===== src/rtl/mrba_mod.sv =====
module mrba_mod (
  input  logic        clk_i,
  input  logic        rst_ni,
  input  logic        start_i,
  input  logic [31:0] dividend_i,
  input  logic [25:0] divisor_i,
  output logic        done_o,
  output logic [24:0] rem_o
);

  // restoring remainder, one dividend bit per cycle
  logic        run_q, done_q;
  logic [4:0]  cnt_q;
  logic [31:0] dvd_q;
  logic [25:0] dsr_q, rem_q;
  logic [26:0] trial, diff;
  logic [25:0] rem_n;

  assign trial = {rem_q, dvd_q[31]};
  assign diff  = trial - {1'b0, dsr_q};
  assign rem_n = (trial >= {1'b0, dsr_q}) ? diff[25:0] : trial[25:0];

  always_ff @(posedge clk_i or negedge rst_ni) begin
    if (!rst_ni) begin
      run_q  <= 1'b0;
      done_q <= 1'b0;
      cnt_q  <= '0;
    end else begin
      done_q <= 1'b0;
      if (start_i) begin
        run_q <= 1'b1;
        cnt_q <= '0;
      end else if (run_q) begin
        cnt_q <= cnt_q + 5'd1;
        if (cnt_q == 5'd31) begin
          run_q  <= 1'b0;
          done_q <= 1'b1;
        end
      end
    end
  end

  always_ff @(posedge clk_i) begin
    if (start_i) begin
      dvd_q <= dividend_i;
      dsr_q <= divisor_i;
      rem_q <= '0;
    end else if (run_q) begin
      dvd_q <= {dvd_q[30:0], 1'b0};
      rem_q <= rem_n;
    end
  end

  assign done_o = done_q;
  assign rem_o  = rem_q[24:0];

endmodule


===== config.mk =====
export PLATFORM = sky130hd
export DESIGN_NAME = mrba_mod
export DESIGN_NICKNAME = d
export VERILOG_FILES = /design/src/rtl/mrba_mod.sv
export SDC_FILE = /design/constraint.sdc
export NUM_CORES = 1
export LEC_CHECK = 0
export BUFFER_PORTS_ARGS = -buffer_cell sky130_fd_sc_hd__buf_2
export CORE_MARGIN = 2
export CORE_UTILIZATION = 35
export CTS_CLUSTER_SIZE = 40
export DETAILED_ROUTE_END_ITERATION = 8
export GPL_TIMING_DRIVEN = 0
export PLACE_DENSITY_LB_ADDON = 0.12
export SLEW_MARGIN = 20
export SYNTH_ARGS = -nofsm -noshare
export SYNTH_HDL_FRONTEND = slang
export SYNTH_SLANG_ARGS = --single-unit
export TNS_END_PERCENT = 5

===== constraint.sdc =====
create_clock -name clk_i -period 2.8 [get_ports clk_i]
set_clock_uncertainty 0.05 [all_clocks]
set_input_delay 0.56 -clock clk_i [delete_from_list [all_inputs] [get_ports clk_i]]
set_output_delay 0.56 -clock clk_i [all_outputs]
set_load 0.01 [all_outputs]

==> impl_metrics.tcl, run 1 <==
set metrics [dict create \
    synth_top_area_share_pct 32.5 \
    syn_to_final_growth_pct 20.5 \
    drt_iter0_drc 262 \
    synth_common_cells "58 x edfxtp_1, 41 x nor2_1, 37 x inv_1, 32 x nand2_1, 31 x mux2_2" \
    dp.cells 776 \
    grt_use_met3_pct 4.59 \
    async_reset_ff_share_pct 7.69 \
    synth_area_leader_cell "edfxtp_1" \
    synthTopCellsByArea "edfxtp_1 32%, dfxtp_1 9.7%, ha_1 6.5%" \
    fin_tns_setup_ns 0 \
    numPortBuffers 86 \
    drtPass1Iterations 5 \
    hold_violations 0 \
    htree_levels 3 \
    postSynthAreaPerCell_sq_um 10.7 \
    dr_total_vias 4013 \
    outcome "completed" \
    die_area_sq_um 16300 \
    fin_crit_sh_pct 96.7 \
    yosysSeqAreaShare_pct 45.4 \
    die_w_um 128 \
    ys_types 62 \
    crit_fanout 10 \
    clkTransAtPathRegs_ns 0.08 \
    rows 45 \
    start_util_pct 35.6 \
    rsz0062_at_grt "true" \
    grt_remaining_overflow 0 \
    hold_depth 1 \
    grt_pass1_vias 4080 \
    yosysMostFrequentCell "edfxtp_1" \
    path_delay_family "compound AO/OA/AOI/OAI gates" \
    worstHoldPathType "input pin to register" \
    path_class "register to register" \
    r2r-end "rem_q[11]" \
    busiest_layer "met2" \
    gp_congestion 0.842 \
    worst-path-buf-inv 2 \
    multi_input_area_sq_um 2530 \
    worst-r2r-setup-slack_ns 0.09 \
    dp_hpwl_um 9010 \
    cp_slowest_cell "edfxtp_1" \
    whs_endpoint "dsr_q[11]" \
    numCtsBuffers 9 \
    r2r_start "dsr_q[1]" \
    place_ws_ns -0.363 \
    min_period_ns 2.71 \
    use_met1_pct 19.7 \
    cp_cell_sequence "inv_1 > ha_1 > nor2b_1 > o31a_1 > o21a_2 > a21oi_4 > nand3_4 > a31oi_4 > buf_12 > mux2i_1 > a211oi_1" \
    worstSkewPairLatency_ns 0.36 \
    layout-drive-gt1-share_pct 31.9 \
    layout.cells.non_filler 799 \
    grt_use_met2_pct 26.5 \
    cts_buffer_depth 2 \
    cts_tree "done" \
    finalWorstSetupSlack_ns 0.0934 \
    fillers 1475 \
    yosysWarnings 0 \
    ctsRootBufferMaster "clkbuf_16" \
    peakVddDrop_v 0.000383 \
    arrival_ns 2.87 \
    grtUsageTotal_pct 15.8 \
    syn_inst 502 \
    hold_path.startpoint "divisor_i[11]" \
    post_drt_wl_per_cell_um 15.7 \
    num-nets-final 696 \
    critPathRequiredTime_ns 2.96 \
    finalWirelength_um 12600 \
    synth_ff_type "edfxtp_1" \
    leakage_nw 3.05 \
    n_antenna_cell 0 \
    drc_errors 0 \
    core-area_sq_um 15100 \
    slew_headroom_pct 45.5 \
    crit_path_end_kind "register" \
    p_per_area_nw_per_um2 902 \
    cts.sinks 91 \
    seqCellArea_sq_um 2440 \
    grt_pass1_wl_um 20100 \
    setup_violations 0 \
    synth_edf_count 58 \
    worst_slew_pin_slew_ns 0.814 \
    synth_nets 592 \
    final_core_util_pct 42.8 \
    rr_worst_depth 11 \
    die_y_um 128 \
    ys_ff_latch 91 \
    max_stage_delay_ns 0.41 \
    finalMaxSlewViolations 0 \
    ios 87 \
    maxCapViolCount 0 \
    cp-start-kind "register" \
    grt_max_degree 34 \
    antenna_found_initial 0 \
    final_antenna_net_count 0 \
    vias_per_cell 5.02 \
    synthesis.area_sq_um 5370 \
    max_clock_freq_ghz 0.369 \
]
## power by group
group          leakage [nW]  internal (mW)  switching (mW)  total (mW)
Combinational          2.00           1.30            1.40        2.71
Sequential            0.897           1.67           0.195        1.87
Clock                 0.153          0.644           0.614        1.26
Total                  3.05           3.62            2.21        5.83
## logic make-up (layout without fill, tap and decap cells)
| family | after synthesis | after routing | share of synthesized area (%) |
|---|---|---|---|
| simple gates | 124 | 124 | 11.1 |
| compound gates | 97 | 97 | 13.4 |
| flops | 91 | 91 | 45.4 |
| buf+inv | 83 | 192 | 8.35 |
| mux | 56 | 56 | 11.2 |
| fa+ha+maj | 29 | 29 | 6.90 |
| xor+xnor | 22 | 22 | 3.59 |
## routing by layer
layer	up-vias	wire, um
li1	1993	-
met2	99	5950
met1	1905	5790
met3	16	649
met4	0	178
met5	-	0
## layout by cell type, fill, tap and decap left out, types with 11 or more instances in the layout
cell type	netlist	layout
buf_2	3	88
edfxtp_1	58	58
nor2_1	41	41
inv_1	37	36
nand2_1	32	32
mux2_2	31	31
buf_4	25	31
ha_1	28	27
dfxtp_1	26	26
mux2i_1	25	25
a21oi_1	18	16
a21o_1	15	15
clkbuf_1	14	14
xnor2_1	14	14
a211oi_1	11	11
## worst register-to-register path: stages (launching register included)
cell	delay, ns
edfxtp_1	0.41
inv_1	0.07
ha_1	0.23
nor2b_1	0.15
o31a_1	0.28
o21a_2	0.27
a21oi_4	0.21
nand3_4	0.10
a31oi_4	0.27
buf_12	0.20
mux2i_1	0.22
a211oi_1	0.09
## state kept, by name, indices dropped and copies added, names as in the netlist
| name | flops |
|---|---|
| cnt_q | 5 |
| done_o | 1 |
| dsr_q | 26 |
| dvd_q | 32 |
| rem_q | 26 |
| run_q | 1 |
## through the flow
| stage | total power, mW | instance area, sq um | hold WS (ns) |
|---|---|---|---|
| after floorplan | 3.88 | 5370 | 0.214 |
| after global placement | 4.47 | 6030 | 0.350 |
| after detailed placement | 4.50 | 6030 | 0.352 |
| after CTS | 5.81 | 6380 | 0.312 |
| after global routing | 6.24 | 6460 | 0.309 |
| final | 5.83 | 6460 | 0.323 |
## worst max-delay path by stage
stage,endpoint,from,cells after the start,slack (ns)
after floorplan,rem_q[1],dsr_q[10],12,0.27
after global placement,dvd_q[1],start_i,4,-0.56
after detailed placement,rem_q[19],start_i,6,-0.36
after CTS,rem_q[1],dsr_q[1],11,0.01
after global routing,rem_q[1],dsr_q[1],11,-0.05
final,rem_q[11],dsr_q[1],11,0.09
## final cells by class
type	count	area share (%)
Buffer	46	4.92
Clock buffer	9	3.48
Clock inverter	7	1.37
Inverter	37	2.15
Multi-Input combinational cell	328	39.2
Sequential cell	91	37.7
Tap cell	188	3.64
Timing Repair Buffer	93	7.55
## what timing repair did
item,CTS,global route
hold endpoints to repair,7,0
hold buffers,1,0
pin swaps,4,6
buffers inserted,3,3
gates resized for setup,2,20
setup endpoints to repair,15,25
Power figures use the tool's default switching activity.
==> inputs of run 2 (changes only) <==
--- a/config.mk
+++ b/config.mk
@@ -10,2 +10,3 @@
 export CORE_UTILIZATION = 35
+export CTS_BUF_LIST = sky130_fd_sc_hd__clkbuf_4 sky130_fd_sc_hd__clkbuf_8
 export CTS_CLUSTER_SIZE = 40
==> constraint.sdc (replaced) <==
create_clock -name clk_i -period 2.8 [get_ports clk_i]
set_clock_uncertainty 0.05 [all_clocks]
set_input_delay 0 -clock clk_i [delete_from_list [all_inputs] [get_ports clk_i]]
set_output_delay 0 -clock clk_i [all_outputs]
set_load 0.01 [all_outputs]
==> run 2 against run 1 <==
Setup slack better by 0.0023 ns. Sequential share of layout area is 2.7 points lower. Worst hold slack worse by 0.19 ns. First-iteration DRC count is 24% lower. Final area is 7.6% higher. Highest routed layer unchanged. Register-to-register slack hardly changed. Clock-buffer cell count stayed put. Global-route usage is 0.93 points higher. Critical endpoint unchanged. Critical path depth stayed put. Largest power group unchanged. Clock power is 25% lower. Core utilization is 3.3 points higher.
==> impl_metrics.tcl, run 2 (synthesized netlist as in run 1, its figures left out) <==
set metrics [dict create \
    outcome "completed" \
    whs_endpoint "dsr_q[20]" \
    maxCapViolCount 0 \
    min_period_ns 2.70 \
    rows 45 \
    die_area_sq_um 16300 \
    cts_buffer_depth 2 \
    largest_reg_flops 32 \
    layout.cells.non_filler 858 \
    leakage_nw 3.25 \
    num-nets-final 755 \
    core-area_sq_um 15100 \
    gp_congestion 0.842 \
    critPathRequiredTime_ns 3.00 \
    worstHoldPathType "input pin to register" \
    cts_tree "done" \
    grt_pass1_wl_um 21200 \
    dr_total_vias 4226 \
    setup_violations 0 \
    hold_violations 0 \
    regMostFlops "dvd_q" \
    dp.cells 776 \
    max_clock_freq_ghz 0.370 \
    grt_max_degree 34 \
    finalMaxSlewViolations 0 \
    cp-start-kind "register" \
    reg_top3 "dvd_q: 32 flops, dsr_q: 26 flops, rem_q: 26 flops" \
    dp_hpwl_um 9010 \
    die_w_um 128 \
    drt_iter0_drc 199 \
    hold_slack_ns 0.133 \
    cp_slowest_cell "edfxtp_1" \
    final_antenna_net_count 0 \
    hold_depth 1 \
    p_per_area_nw_per_um2 803 \
    cp_cell_sequence "inv_1 > ha_1 > nor2b_1 > o31a_1 > o21a_2 > a21oi_4 > nand3_4 > a31oi_4 > buf_12 > mux2i_1 > a211oi_1" \
    worst-path-buf-inv 2 \
    cts.sinks 91 \
    final_common_cell "buf_2" \
    layout_common_cells "89 x buf_2, 60 x dlygate4sd3_1, 58 x edfxtp_1, 40 x nor2_1, 36 x inv_1" \
    arrival_ns 2.90 \
    path_class "register to register" \
    worst_slew_pin_slew_ns 0.825 \
    post_drt_wl_per_cell_um 15.4 \
    worst-r2r-setup-slack_ns 0.1 \
    path_delay_family "compound AO/OA/AOI/OAI gates" \
    slew_headroom_pct 44.8 \
    finalWirelength_um 13200 \
    final_core_util_pct 46.1 \
    finalInstanceArea_sq_um 6960 \
    crit_fanout 10 \
    grtUsageTotal_pct 16.7 \
    n_antenna_cell 0 \
    ctsRootBufferMaster "clkbuf_8" \
    ios 87 \
    htree_levels 3 \
    drc_errors 0 \
    clkTransAtPathRegs_ns 0.12 \
    layout-drive-gt1-share_pct 29.4 \
    rsz0062_at_grt "true" \
    place_area_sq_um 6030 \
    crit_start "dsr_q[1]" \
    r2r_start "dsr_q[1]" \
    numCtsBuffers 9 \
    hold_path.startpoint "start_i" \
    fin_crit_sh_pct 96.6 \
    max_stage_delay_ns 0.42 \
    crit_path_end_kind "register" \
    r2r-end "rem_q[11]" \
    worstSkewPairLatency_ns 0.39 \
    start_util_pct 35.6 \
    grt_remaining_overflow 0 \
    numPortBuffers 86 \
    die_y_um 128 \
    grt_pass1_vias 4327 \
    drtPass1Iterations 4 \
    rr_worst_depth 11 \
    peakVddDrop_v 0.000331 \
    vias_per_cell 4.93 \
    syn_to_final_growth_pct 29.7 \
    antenna_found_initial 0 \
]
run 2: changes by cell type in the layout (fill, tap and decap cells not counted), sizes merged:
cell and delta:
dlygate4sd3 +59, buf +1, clkbuf -1
run 2: what timing repair did:
item / CTS / global route
gates resized for setup: 2 / 21
setup endpoints to repair: 17 / 24
pin swaps: 4 / 8
hold endpoints to repair: 65 / 0
buffers inserted: 4 / 2
hold buffers: 60 / 0
run 2: metrics by stage:
stage | setup slack (ns) | setup TNS, ns | total power [mW]
floorplan | 0.273 | 0 | 3.88
global placement | -0.0710 | -0.121 | 4.47
detailed placement | -0.0987 | -0.354 | 4.50
CTS | 0.00278 | 0 | 5.56
global route | -0.0609 | -0.650 | 6.00
finish | 0.0957 | 0 | 5.58
run 2: layout make-up:
class | instances | area (sq um)
buffer | 46 | 318
clock inverter | 7 | 88.8
tap | 188 | 235
fill | 1451 | 8130
clock buffer | 9 | 124
sequential | 91 | 2440
inverter | 37 | 139
timing repair buffer | 152 | 1080
multi-input combinational | 328 | 2540
run 2: worst max path at each step:
stage / to / slack (ns) / cells past startpoint
2_1_floorplan: rem_q[1] / 0.27 / 12
3_3_place_gp: rem_q[18] / -0.07 / 11
3_5_place_dp: rem_q[18] / -0.1 / 11
4_1_cts: rem_q[1] / 0.003 / 11
5_1_grt: rem_q[1] / -0.06 / 11
6_report: rem_q[11] / 0.1 / 11
run 2: power by group:
part	internal [mW]	switching, mW
Clock	0.364	0.578
Sequential	1.67	0.197
Combinational	1.36	1.42
run 2: routing by layer:
layer  GRT usage, %  share of wire, %  vias up
li1               -                 -     2110
met1           20.5                46     2012
met2           29.0                49       86
met3           4.13               3.9       18
met4           5.43               1.5        0
met5              0                 0        -
==> inputs of run 3 (changes only) <==
- CORE_MARGIN: 2 -> not set
==> run 3 against run 2 <==
Die area decreased by 3.1%. Final area decreased by 0.45%. Routed wire length decreased by 3.8%. Sequential power about the same. Via count decreased by 2.3%. Combinational power about the same. Clock-buffer cell count increased by 1. Worst hold slack improved by 0.030 ns. Cell count decreased by 1.2%. Clock power increased by 8%. Largest power group unchanged. Power increased by 1.2%. Largest cell class unchanged. Maximum frequency decreased by 1.9%.
==> impl_metrics.tcl, run 3 (synthesized netlist as in run 1, its figures left out) <==
set metrics [dict create \
    final_core_util_pct 46.9 \
    grtUsageTotal_pct 16.8 \
    antenna_found_initial 0 \
    worst_slew_pin_slew_ns 0.783 \
    finalWorstSetupSlack_ns 0.0431 \
    rsz0062_at_grt "true" \
    worstHoldPathType "input pin to register" \
    fin_crit_sh_pct 98.5 \
    wl_met2_um 5900 \
    post_drt_wl_per_cell_um 15.0 \
    drtPass1Iterations 4 \
    setup_violations 0 \
    wl_met1_um 6270 \
    clkTransAtPathRegs_ns 0.09 \
    ctsRootBufferMaster "clkbuf_8" \
    dr_total_vias 4127 \
    fillers 1421 \
    max_clock_freq_ghz 0.363 \
    numCtsBuffers 9 \
    rows 44 \
    peakVddDrop_v 0.000351 \
    leakage_nw 3.21 \
    die_y_um 126 \
    hold_violations 0 \
    drt_iter0_drc 204 \
    outcome "completed" \
    arrival_ns 2.93 \
    p_per_area_nw_per_um2 816 \
    grt_pass1_vias 4154 \
    dp_hpwl_um 8830 \
    critPathRequiredTime_ns 2.98 \
    cts_tree "done" \
    slew_headroom_pct 47.8 \
    crit_path_end_kind "register" \
    crit_fanout 10 \
    numPortBuffers 86 \
    layout-drive-gt1-share_pct 29.1 \
    cts.sinks 91 \
    syn_to_final_growth_pct 29.1 \
    htree_levels 3 \
    place_ws_ns -0.0173 \
    finalWirelength_um 12700 \
    vias_per_cell 4.87 \
    path_class "register to register" \
    layout_common_cells "88 x buf_2, 60 x dlygate4sd3_1, 58 x edfxtp_1, 41 x nor2_1, 36 x inv_1" \
    n_antenna_cell 0 \
    regMostFlops "dvd_q" \
    largest_reg_flops 32 \
    grt_pass1_wl_um 20800 \
    finalMaxSlewViolations 0 \
    dr_wl_met3_um 385 \
    grt_remaining_overflow 0 \
    core-area_sq_um 14800 \
    grt_max_degree 34 \
    die_w_um 126 \
    top_layer_used "met4" \
    gp_congestion 0.835 \
    cp-start-kind "register" \
    cts_buffer_depth 2 \
    reg_top3 "dvd_q: 32 flops, dsr_q: 26 flops, rem_q: 26 flops" \
    die_area_sq_um 15800 \
    maxCapViolCount 0 \
    final_antenna_net_count 0 \
    seqCellArea_sq_um 2440 \
    drc_errors 0 \
    final_common_cell "buf_2" \
    start_util_pct 36.4 \
    min_period_ns 2.76 \
    num-nets-final 749 \
    worstSkewPairLatency_ns 0.37 \
    ios 87 \
    multi_input_area_sq_um 2540 \
]
[run 3: path summary, 6_finish.rpt]
check,startpoint,endpoint,slack [ns],cells after the start
max,dsr_q[1],rem_q[10],0.04,11
min,start_i,dsr_q[25],0.16,1
max reg2reg,dsr_q[1],rem_q[10],0.04,11
min reg2reg,rem_q[2],rem_q[2],0.44,2
max in group asynchronous,rst_ni,cnt_q[4],1.92,3
min in group asynchronous,rst_ni,done_o,0.54,3
[run 3: where the power goes]
| group | internal (mW) | leakage (nW) | switching, mW | total, mW |
|---|---|---|---|---|
| sequential | 1.67 | 0.898 | 0.214 | 1.89 |
| clock | 0.527 | 0.107 | 0.491 | 1.02 |
| combinational | 1.36 | 2.20 | 1.39 | 2.75 |
[run 3: timing repair]
item                       4_1_cts  5_1_grt
setup endpoints to repair       11       25
hold buffers                    60        0
setup buffers                    0        1
resized for setup                4       17
hold endpoints to repair        65        0
pin swaps                        1        8
[run 3: stage by stage]
| stage | instances | power, mW | area, sq um | hold slack (ns) | setup TNS, ns |
|---|---|---|---|---|---|
| final | 848 | 5.65 | 6930 | 0.163 | 0 |
| after global routing | 848 | 6.08 | 6930 | 0.179 | -1.69 |
| after floorplan | 502 | 3.88 | 5370 | -0.346 | 0 |
| after global placement | 772 | 4.48 | 6030 | -0.213 | -0.0282 |
| after detailed placement | 772 | 4.51 | 6030 | -0.207 | -0.0423 |
| after CTS | 848 | 5.64 | 6870 | 0.165 | -0.00300 |
[run 3: cell type report]
cell class,count,area share (%)
timing repair buffer,147,15.0
multi-input combinational,328,36.6
clock inverter,6,1.26
tap,184,3.32
inverter,37,2.01
sequential,91,35.2
buffer,45,4.57
clock buffer,10,1.99
[run 3: worst max-delay path: stages (launching register included)]
cell and delay [ns]:
edfxtp_1 0.43, inv_1 0.08, ha_1 0.24, nor2b_1 0.15, o31a_1 0.28, o21a_2 0.27, a21oi_4 0.21, nand3_4 0.11
a31oi_4 0.29, buf_12 0.20, mux2i_1 0.21, a211oi_1 0.09
[run 3: metal layers]
| layer | vias up | track usage, % |
|---|---|---|
| met4 | 0 | 4.39 |
| li1 | 2103 | - |
| met5 | - | 0 |
| met2 | 63 | 27.5 |
| met3 | 11 | 4.08 |
| met1 | 1950 | 22.3 |
